===== config.mk =====
export PLATFORM = sky130hd
export DESIGN_NAME = ipd_frame_header_parser_top
export DESIGN_NICKNAME = d
export VERILOG_FILES = /design/src/design/ipd_pkg.sv /design/src/design/ipd_frame_header_parser_top.sv /design/src/design/ipd_front.sv /design/src/design/ipd_queue.sv /design/src/design/ipd_back.sv
export SDC_FILE = /design/constraint.sdc
export NUM_CORES = 1
export LEC_CHECK = 0
export BUFFER_PORTS_ARGS = -buffer_cell sky130_fd_sc_hd__buf_4
export CORE_ASPECT_RATIO = 0.5
export CORE_MARGIN = 2
export CORE_UTILIZATION = 35
export CTS_CLUSTER_DIAMETER = 150
export DETAILED_ROUTE_END_ITERATION = 8
export PLACE_DENSITY_LB_ADDON = 0.2
export SETUP_SLACK_MARGIN = 0.05
export SYNTH_ARGS = -nofsm -noshare
export SYNTH_HDL_FRONTEND = slang
export SYNTH_HIERARCHICAL = 1
export SYNTH_SLANG_ARGS = --single-unit
export TNS_END_PERCENT = 20

===== constraint.sdc =====
create_clock -name clk_i -period 14.3 [get_ports clk_i]
set_clock_uncertainty 0.05 [all_clocks]
set_input_delay 0.715 -clock clk_i [delete_from_list [all_inputs] [get_ports clk_i]]
set_output_delay 0.715 -clock clk_i [all_outputs]
set_load 0.1 [all_outputs]

===== src/design/ipd_pkg.sv =====
package ipd_pkg;

  localparam int unsigned PrefixLen = 7;
  localparam logic [7:0]  DigitBase = 8'h30;
  localparam logic [7:0]  ColonChar = 8'h3A;
  localparam int unsigned CountFieldMax = 2047;
  localparam int unsigned LenW = 11;

  // status codes
  localparam logic [1:0] StOk        = 2'd0;
  localparam logic [1:0] StBadHeader = 2'd1;
  localparam logic [1:0] StNoColon   = 2'd2;
  localparam logic [1:0] StMismatch  = 2'd3;

  // token queue between front and back
  localparam int unsigned QDepth = 2;
  localparam int unsigned QPtrW  = $clog2(QDepth);
  localparam int unsigned QCntW  = $clog2(QDepth + 1);

  typedef enum logic [1:0] {
    TK_NONE,
    TK_DIGIT,
    TK_PAYLOAD
  } tok_kind_e;

  // how a last word closes the message
  typedef enum logic [1:0] {
    CL_BAD,
    CL_NOCOLON,
    CL_CHECK
  } end_cls_e;

  typedef struct packed {
    logic [7:0] data;
    tok_kind_e  kind;
    logic       last;
    end_cls_e   cls;
  } ipd_tok_t;

  function automatic logic [7:0] prefix_byte(input logic [2:0] idx);
    logic [7:0] b;
    unique case (idx)
      3'd0:    b = 8'h0D;
      3'd1:    b = 8'h0A;
      3'd2:    b = 8'h2B;
      3'd3:    b = 8'h49;
      3'd4:    b = 8'h50;
      3'd5:    b = 8'h44;
      3'd6:    b = 8'h2C;
      default: b = 8'h00;
    endcase
    return b;
  endfunction

endpackage


===== src/design/ipd_frame_header_parser_top.sv =====
// Channel | Dir | Handshake               | Fields
// --------+-----+-------------------------+---------------------------------------------
// in      | in  | in_valid_i / in_ready_o | data_byte_i, last_i
// out     | out | out_valid_o/out_ready_i | payload_byte_o, payload_valid_o, done_res_o,
//         |     |                         | status_o, payload_length_o
//
// One input word per cycle while the output is not stalled; a result word passes through
// the token queue and then the output register.
// The front end matches the prefix and tags each byte; the back end does the
// length accumulate and payload count, one token per cycle unless the output stalls.
// Reset clears the parser state, the queue and the output valid; payload regs are not reset.
// An output stall fills the two-entry queue, then drops in_ready_o; prefix bytes and
// the colon, unless last, make no token and only wait when the queue is full.
module ipd_frame_header_parser_top import ipd_pkg::*; #(
  parameter int unsigned MAX_MESSAGE = 1024
) (
  input  logic            clk_i,
  input  logic            rst_ni,
  input  logic            in_valid_i,
  output logic            in_ready_o,
  input  logic [7:0]      data_byte_i,
  input  logic            last_i,
  output logic            out_valid_o,
  input  logic            out_ready_i,
  output logic [7:0]      payload_byte_o,
  output logic            payload_valid_o,
  output logic            done_res_o,
  output logic [1:0]      status_o,
  output logic [LenW-1:0] payload_length_o
);

  ipd_tok_t push_tok, pop_tok;
  logic     push, full, empty, pop;
  logic     accept;

  // held off whenever the queue is full, so no word is lost
  assign in_ready_o = !full;
  assign accept     = in_valid_i && in_ready_o;

  ipd_front u_front (
    .clk_i       (clk_i),
    .rst_ni      (rst_ni),
    .in_valid_i  (in_valid_i),
    .data_byte_i (data_byte_i),
    .last_i      (last_i),
    .accept_i    (accept),
    .push_o      (push),
    .tok_o       (push_tok)
  );

  ipd_queue u_queue (
    .clk_i      (clk_i),
    .rst_ni     (rst_ni),
    .push_i     (push),
    .push_tok_i (push_tok),
    .full_o     (full),
    .pop_i      (pop),
    .empty_o    (empty),
    .pop_tok_o  (pop_tok)
  );

  ipd_back #(
    .MAX_MESSAGE (MAX_MESSAGE)
  ) u_back (
    .clk_i            (clk_i),
    .rst_ni           (rst_ni),
    .empty_i          (empty),
    .tok_i            (pop_tok),
    .pop_o            (pop),
    .out_valid_o      (out_valid_o),
    .out_ready_i      (out_ready_i),
    .payload_byte_o   (payload_byte_o),
    .payload_valid_o  (payload_valid_o),
    .done_res_o       (done_res_o),
    .status_o         (status_o),
    .payload_length_o (payload_length_o)
  );

endmodule


===== src/design/ipd_front.sv =====
module ipd_front import ipd_pkg::*; (
  input  logic       clk_i,
  input  logic       rst_ni,
  input  logic       in_valid_i,
  input  logic [7:0] data_byte_i,
  input  logic       last_i,
  input  logic       accept_i,
  output logic       push_o,
  output ipd_tok_t   tok_o
);

  typedef enum logic [1:0] {
    PH_PREFIX,
    PH_LENGTH,
    PH_PAYLOAD
  } phase_e;

  phase_e     phase_q, phase_d;
  logic [2:0] idx_q, idx_d;
  logic       bad_q, bad_d;
  tok_kind_e  kind;

  always_comb begin
    phase_d = phase_q;
    idx_d   = idx_q;
    bad_d   = bad_q;
    kind    = TK_NONE;
    if (bad_q) begin
      bad_d = 1'b1;
    end else begin
      unique case (phase_q)
        PH_PREFIX: begin
          if ({29'd0, idx_q} < PrefixLen && data_byte_i == prefix_byte(idx_q)) begin
            idx_d = idx_q + 3'd1;
            if ({29'd0, idx_d} == PrefixLen) phase_d = PH_LENGTH;
          end else begin
            bad_d = 1'b1;
          end
        end
        PH_LENGTH: begin
          if (data_byte_i == ColonChar) phase_d = PH_PAYLOAD;
          else                          kind    = TK_DIGIT;
        end
        PH_PAYLOAD: kind = TK_PAYLOAD;
        default:    bad_d = 1'b1;
      endcase
    end
  end

  always_comb begin
    tok_o.data = data_byte_i;
    tok_o.kind = kind;
    tok_o.last = last_i;
    if (bad_d || phase_d == PH_PREFIX) tok_o.cls = CL_BAD;
    else if (phase_d == PH_LENGTH)     tok_o.cls = CL_NOCOLON;
    else                               tok_o.cls = CL_CHECK;
  end

  // prefix bytes and the colon leave nothing for the back end unless last
  assign push_o = in_valid_i && (kind != TK_NONE || last_i);

  always_ff @(posedge clk_i or negedge rst_ni) begin
    if (!rst_ni) begin
      phase_q <= PH_PREFIX;
      idx_q   <= 3'd0;
      bad_q   <= 1'b0;
    end else if (accept_i) begin
      if (last_i) begin
        phase_q <= PH_PREFIX;
        idx_q   <= 3'd0;
        bad_q   <= 1'b0;
      end else begin
        phase_q <= phase_d;
        idx_q   <= idx_d;
        bad_q   <= bad_d;
      end
    end
  end

  a_idx_full: assert property (@(posedge clk_i) disable iff (!rst_ni)
    (!bad_q && phase_q != PH_PREFIX) |-> ({29'd0, idx_q} == PrefixLen))
    else $error("prefix index not complete past prefix phase");

endmodule


===== src/design/ipd_queue.sv =====
module ipd_queue import ipd_pkg::*; (
  input  logic     clk_i,
  input  logic     rst_ni,
  input  logic     push_i,
  input  ipd_tok_t push_tok_i,
  output logic     full_o,
  input  logic     pop_i,
  output logic     empty_o,
  output ipd_tok_t pop_tok_o
);

  ipd_tok_t         mem_q [QDepth];
  logic [QPtrW-1:0] wr_q, rd_q;
  logic [QCntW-1:0] cnt_q;

  assign full_o    = cnt_q == QCntW'(QDepth);
  assign empty_o   = cnt_q == '0;
  assign pop_tok_o = mem_q[rd_q];

  always_ff @(posedge clk_i) begin
    if (push_i && !full_o) mem_q[wr_q] <= push_tok_i;
  end

  always_ff @(posedge clk_i or negedge rst_ni) begin
    if (!rst_ni) begin
      wr_q  <= '0;
      rd_q  <= '0;
      cnt_q <= '0;
    end else begin
      if (push_i && !full_o) wr_q <= wr_q + QPtrW'(1);
      if (pop_i && !empty_o) rd_q <= rd_q + QPtrW'(1);
      unique case ({push_i && !full_o, pop_i && !empty_o})
        2'b10:   cnt_q <= cnt_q + QCntW'(1);
        2'b01:   cnt_q <= cnt_q - QCntW'(1);
        default: cnt_q <= cnt_q;
      endcase
    end
  end

  a_cnt_bound: assert property (@(posedge clk_i) disable iff (!rst_ni)
    cnt_q <= QCntW'(QDepth))
    else $error("queue count past depth");

  a_ptr_gap: assert property (@(posedge clk_i) disable iff (!rst_ni)
    (cnt_q == '0 || cnt_q == QCntW'(QDepth)) |-> (wr_q == rd_q))
    else $error("queue pointers disagree with count");

endmodule


===== src/design/ipd_back.sv =====
module ipd_back import ipd_pkg::*; #(
  parameter int unsigned MAX_MESSAGE = 1024
) (
  input  logic            clk_i,
  input  logic            rst_ni,
  input  logic            empty_i,
  input  ipd_tok_t        tok_i,
  output logic            pop_o,
  output logic            out_valid_o,
  input  logic            out_ready_i,
  output logic [7:0]      payload_byte_o,
  output logic            payload_valid_o,
  output logic            done_res_o,
  output logic [1:0]      status_o,
  output logic [LenW-1:0] payload_length_o
);

  localparam int unsigned CountCap = (MAX_MESSAGE > CountFieldMax) ? CountFieldMax
                                                                   : MAX_MESSAGE;
  localparam int unsigned CntW = $clog2(CountCap + 1);

  logic [31:0]     acc_q, acc_d;
  logic [CntW-1:0] cnt_q, cnt_d;
  logic            vld_q;
  logic [7:0]      pb_q;
  logic            pv_q, done_q;
  logic [1:0]      st_q, st_d;
  logic [LenW-1:0] len_q, len_d;
  logic            gives_result;

  assign pop_o        = !empty_i && (!vld_q || out_ready_i);
  assign gives_result = tok_i.kind == TK_PAYLOAD || tok_i.last;

  always_comb begin
    acc_d = acc_q;
    cnt_d = cnt_q;
    if (tok_i.kind == TK_DIGIT) begin
      acc_d = (acc_q << 3) + (acc_q << 1) + {24'd0, tok_i.data} - {24'd0, DigitBase};
    end
    if (tok_i.kind == TK_PAYLOAD && cnt_q < CntW'(CountCap)) begin
      cnt_d = cnt_q + CntW'(1);
    end
    st_d  = StOk;
    len_d = '0;
    if (tok_i.last) begin
      unique case (tok_i.cls)
        CL_BAD:     st_d = StBadHeader;
        CL_NOCOLON: st_d = StNoColon;
        default: begin
          len_d = LenW'(cnt_d);
          st_d  = (acc_d == 32'(cnt_d)) ? StOk : StMismatch;
        end
      endcase
    end
  end

  always_ff @(posedge clk_i or negedge rst_ni) begin
    if (!rst_ni) begin
      acc_q <= '0;
      cnt_q <= '0;
      vld_q <= 1'b0;
    end else begin
      // a pop only happens once the held word is gone or leaving
      vld_q <= pop_o ? gives_result : (vld_q && !out_ready_i);
      if (pop_o) begin
        if (tok_i.last) begin
          acc_q <= '0;
          cnt_q <= '0;
        end else begin
          acc_q <= acc_d;
          cnt_q <= cnt_d;
        end
      end
    end
  end

  always_ff @(posedge clk_i) begin
    if (pop_o && gives_result) begin
      pv_q   <= tok_i.kind == TK_PAYLOAD;
      pb_q   <= (tok_i.kind == TK_PAYLOAD) ? tok_i.data : 8'd0;
      done_q <= tok_i.last;
      st_q   <= st_d;
      len_q  <= len_d;
    end
  end

  assign out_valid_o      = vld_q;
  assign payload_byte_o   = pb_q;
  assign payload_valid_o  = pv_q;
  assign done_res_o       = done_q;
  assign status_o         = st_q;
  assign payload_length_o = len_q;

  a_nonempty: assert property (@(posedge clk_i) disable iff (!rst_ni)
    vld_q |-> (pv_q || done_q))
    else $error("result word with neither payload nor done");

  a_len_zero: assert property (@(posedge clk_i) disable iff (!rst_ni)
    (vld_q && (!done_q || st_q == StBadHeader || st_q == StNoColon)) |-> (len_q == '0))
    else $error("length reported without a checked payload");

  a_cnt_cap: assert property (@(posedge clk_i) disable iff (!rst_ni)
    cnt_q <= CntW'(CountCap))
    else $error("payload count past cap");

endmodule


# --- Yosys cells after proc, flatten, opt, wreduce, memory -nomap -nowiden ---
# Memories as Yosys holds them, arrays and structs flattened.
# Index checks and enable logic that the tools add are counted.
totals:
  n_memories: 1
  out_inout_bits: 25
  elab_cells: 108
  ff_bits: 77
  mem_bits_rw: 26
classes:
  eq_ne: 20
  muxes: 32
  n_reduce_logical: 29
  n_lt_le_gt_ge: 2
  addsub: 9
  bitwise: 1
mem_list:
  columns: ["name", "depth", "word_bits", "rd", "rd_ports_with_merged_regs", "wr", "line_no", "rtl"]
  rows:
  - ["u_queue.mem_q", 2, 13, 1, 0, 1, "ipd_queue.sv:12", "ipd_tok_t mem_q [QDepth];"]
op_table:
  columns: ["op", "n"]
  rows:
  - ["$mux 32", 2]
  - ["$pmux 7 s7", 1]
  - ["$add 32x32->32", 1]
  - ["$add 32x8->32", 1]
  - ["$eq 32x11->1", 1]
  - ["$sub 32x6->32 const B", 1]
  - ["$mux 11", 2]
  - ["$mux 2", 9]
  - ["$mux 8", 2]
  - ["$pmux 2 s2", 4]
  - ["$eq 3x3->1 const B", 4]
  - ["$mux 3", 4]
  - ["$add 11x1->11 const B", 1]
  - ["$lt 11x11->1 const B", 1]
  - ["$eq 2x1->1 const B", 5]
  - ["$logic_and 1x1->1", 9]
  - ["$eq 2x2->1 const B", 4]
  - ["$eq 8x6->1 const B", 1]
  - ["$eq 8x8->1", 1]
  - ["$logic_not 2->1", 4]
  - ["$reduce_bool 2->1", 4]
  - ["$mux 1", 7]
  - ["$eq 3x2->1 const B", 2]
  - ["$logic_not 1->1", 4]
  - ["other kinds (14)", 18]

# --- Longest topological paths before layout ---
depth:
  word_depth: 12
  depth_mapped: 17

# --- By module ---
# Netlist, hierarchy kept.
modules_own_cells:
  columns: ["mod", "instances", "cells_per_inst", "seq_area_each_um2", "area_each_um2"]
  rows:
  - ["ipd_back", 1, 731, 1791.7, 6393.6]
  - ["ipd_queue", 1, 58, 880.8, 1134.8]
  - ["ipd_front", 1, 109, 150.1, 907.1]
  - ["ipd_frame_header_parser_top", 1, 2, 0.0, 10.0]

# --- Least setup slack after synthesis ---
# OpenSTA, ideal clock, no wires.
synth_path:
  kind: "reg2reg"
  startpoint: "register u_queue.rd_q"
  endpoint: "register u_back.st_q[1], in the netlist u_back/status_o[1] (data pin)"
  stages_incl_launch_ff: 16
  arrival_ns: 4.201
  path_buffers: 1
  setup_ns: 0.263
  period_less_slack_ns: 4.514
  setup_slack_ns: 9.786
  path_cell_list: "dfrtp_1 -> buf_6 -> mux2_2 -> fa_1 -> ha_1 -> ha_1 -> fa_1 -> a21o_1 -> a221oi_2 -> nor3_1 -> o31a_1 -> a211oi_1 -> nand4_1 -> a2111o_1 -> nor4_2 -> nor2_1"
synth_rtl:
  columns: ["element", "line_no", "rtl"]
  rows:
  - ["start, declared", "ipd_queue.sv:13", "logic [QPtrW-1:0] wr_q, rd_q;"]
  - ["start signal, assigned", "ipd_queue.sv:31", "if (pop_i && !empty_o) rd_q <= rd_q + QPtrW'(1);"]
  - ["end signal, assigned", "ipd_back.sv:82", "st_q <= st_d;"]
  - ["end, declared", "ipd_back.sv:27", "logic [1:0] st_q, st_d;"]

==> metrics.txt <==
worst slack, placed=9.084 ns; CP startpoint kind=register; hold-fix buffers at CTS=0; share of cells above drive strength 1=0.1140; number of global-route vias before repair=6696; Initial Util=0.3545; CTS tree=built; HP Class=input pin to asynchronous set/reset pin; status=finished clean; # Post-CTS Setup Buffers=0; RSZ-0062 raised after global routing=no; sequential area share after synthesis=0.3342; # setup viols final=0; Worst R2R End=u_back/status_o[1]; Post-synth EDFFs=49; drt total wl=22020 µm; global-route wire length before repair=36060 µm; largest family of logic cells by synthesized area=compound AO/OA/AOI/OAI gates; Clock Path Buffers=2; TritonCTS buffer count=9; Final Cell Area=9149 µm²; GPL Wtd Cong=0.8958; YS warnings=6; DRT Pass-1 Iters=5; post-synthesis adder-cell area fraction=0.1520; Syn Area/Cell=9.384 µm²; placed insts=1211; clk root buf=clkbuf_16; die area=25460 µm²; area grow syn2layout=8.326%; total gr overflow=0; Via density=5.488; Clock transition at path regs=0.08 ns; Area after DPL=8857 µm²; fin crit share=0.3667; count of cell types in the netlist=99; initial antenna violation count=0; num ports=38; Synth Instances=900; syn nets=1012; PostCTS Resize Cnt=0; via count=6734; Critical Path Fanout Max=14; Layout Cells excl Fill=1227; most numerous cell in the Yosys netlist=inv_1; Worst Path Arrival=5.30 ns; Top FF cell, synth=dfrtp_1; Synth Area in Compound Gates=0.2019; largest net degree at the start of global routing=55; Worst slew margin=0.2576; count of pins over their slew limit=0; dpl hpwl=16840 µm; IO buf count=37; number of synthesized register bits=103; worst reg2reg setup slack=9.06 ns; Yosys top cell area share=0.1742; Core ar.=23820 µm²; diode count=0; mux contribution to synthesized area=0.02578; Nets=1019; setup tns final=0 ns; simple-gate area share of the yosys netlist=0.1578; Peak Freq=190.7 MHz; Max-Cap Viols=0; Core Rows=40; H-tree levels=3; Die Height=113.8 µm; Worst-Skew Late Latency=0.36 ns; Critical R2R Launch=u_queue/rd_q; total track usage=0.1795; DR WL/cell=17.94 µm; reg2reg path depth=14; Final Hold Fails=0; Slew @ Worst Pin=1.109 ns; xor and xnor area share after synthesis=0.04563; initial DRC count=538; Tmin final=5.243 ns; CTS Sinks=103; Post-route DRC=0; Routed Antenna Nets=0; critical path data required time=14.35 ns; mapped cell area=8446 µm²; ys async rst share=0.5243; top cells by area in the synthesized netlist=edfxtp_1 17%, dfrtp_1 16%, ha_1 14%; Synth top cells by count=106 x inv_1, 93 x ha_1, 62 x nand2_1; setup slack after layout=9.057 ns; Yosys top cell by area=edfxtp_1; Worst Setup Path Type=register to register; DIE WIDTH=223.7 µm; Setup crit end kind=register
-- sequential cells by signal (all words and copies together), names as in the netlist, 3 cells and up --
| name | flops |
|---|---|
| u_back/acc_q | 32 |
| u_back/cnt_q | 11 |
| u_back/payload_byte_o | 8 |
| u_back/payload_length_o | 11 |
| u_front/idx_q | 3 |
| u_queue/mem_q | 26 |
-- cell usage in the layout (no fill, tap or decap), drive strengths merged, types with 7 or more instances in the layout --
| master | Yosys | routed |
|---|---|---|
| a31oi | 11 | 11 |
| a21oi | 38 | 38 |
| o21ai | 52 | 52 |
| a21o | 14 | 14 |
| xnor2 | 27 | 27 |
| nand2b | 13 | 13 |
| and3 | 12 | 12 |
| mux2 | 14 | 14 |
| o31ai | 12 | 12 |
| a21boi | 8 | 8 |
| nor2 | 52 | 52 |
| nor3 | 11 | 11 |
| inv | 106 | 110 |
| nand2 | 63 | 63 |
| nor4 | 10 | 10 |
| xor2 | 17 | 17 |
| nand4 | 15 | 15 |
| a22o | 16 | 16 |
| dfrtp | 54 | 54 |
| a211oi | 7 | 7 |
| nand3 | 15 | 15 |
| edfxtp | 49 | 49 |
| buf | 26 | 42 |
| nor2b | 9 | 9 |
| clkbuf | 20 | 10 |
| and2 | 17 | 17 |
| ha | 93 | 93 |
| o211ai | 9 | 9 |
-- metrics by stage --
step	hold WS, ns	util
floorplan	0.3694	-
global placement	0.4308	0.3718
detailed placement	0.4384	0.3718
CTS	0.4014	0.3840
global route	0.4332	0.3840
finish	0.3672	0.3840
-- how the worst max path moves through the flow --
stage / from / end / depth (start not counted)
floorplan: u_queue/rd_q / u_back/status_o[1] / 15
global route: u_queue/rd_q / u_back/status_o[1] / 14
detailed placement: u_queue/rd_q / u_back/status_o[1] / 14
finish: u_queue/rd_q / u_back/status_o[1] / 14
global placement: u_queue/rd_q / u_back/status_o[1] / 14
CTS: u_queue/rd_q / u_back/status_o[1] / 14
-- cell families after synthesis --
| logic type | Yosys count |
|---|---|
| AO/OA/AOI/OAI | 238 |
| XOR/XNOR | 44 |
| adder cells (fa/ha/maj) | 99 |
| buffers and inverters | 152 |
| flip-flops | 103 |
| multiplexers | 20 |
| AND/OR/NAND/NOR | 244 |
-- worst max-delay path, stage by stage (launching register included) --
cell	delay [ns]
dfrtp_1	0.72
mux2_2	0.43
fa_1	0.48
ha_1	0.30
ha_1	0.25
fa_1	0.42
a21o_1	0.22
a221o_1	0.42
a31oi_2	0.31
a21boi_0	0.15
xor2_1	0.18
nor4_1	0.30
o21ai_0	0.20
nor4_2	0.43
nor2_1	0.09
-- routing by layer --
layer,up-vias,track usage,share of wire
met1,3254,0.2367,0.47
met4,0,0.05333,0.020
li1,3277,-,-
met2,173,0.3049,0.47
met5,-,0,0
met3,30,0.03014,0.044
-- area by class of cell --
type | count | area [µm²]
clock buffers | 10 | 229.0
clock inverters | 6 | 62.56
fillers | 2414 | 14670
inverters | 106 | 397.9
multi-input cells | 645 | 4927
flip-flops and latches | 103 | 2823
well taps | 315 | 394.1
repair buffers | 42 | 315.3
Power is not shown: default switching activity piles up to over one toggle a cycle in this logic, so the estimate is an artifact.
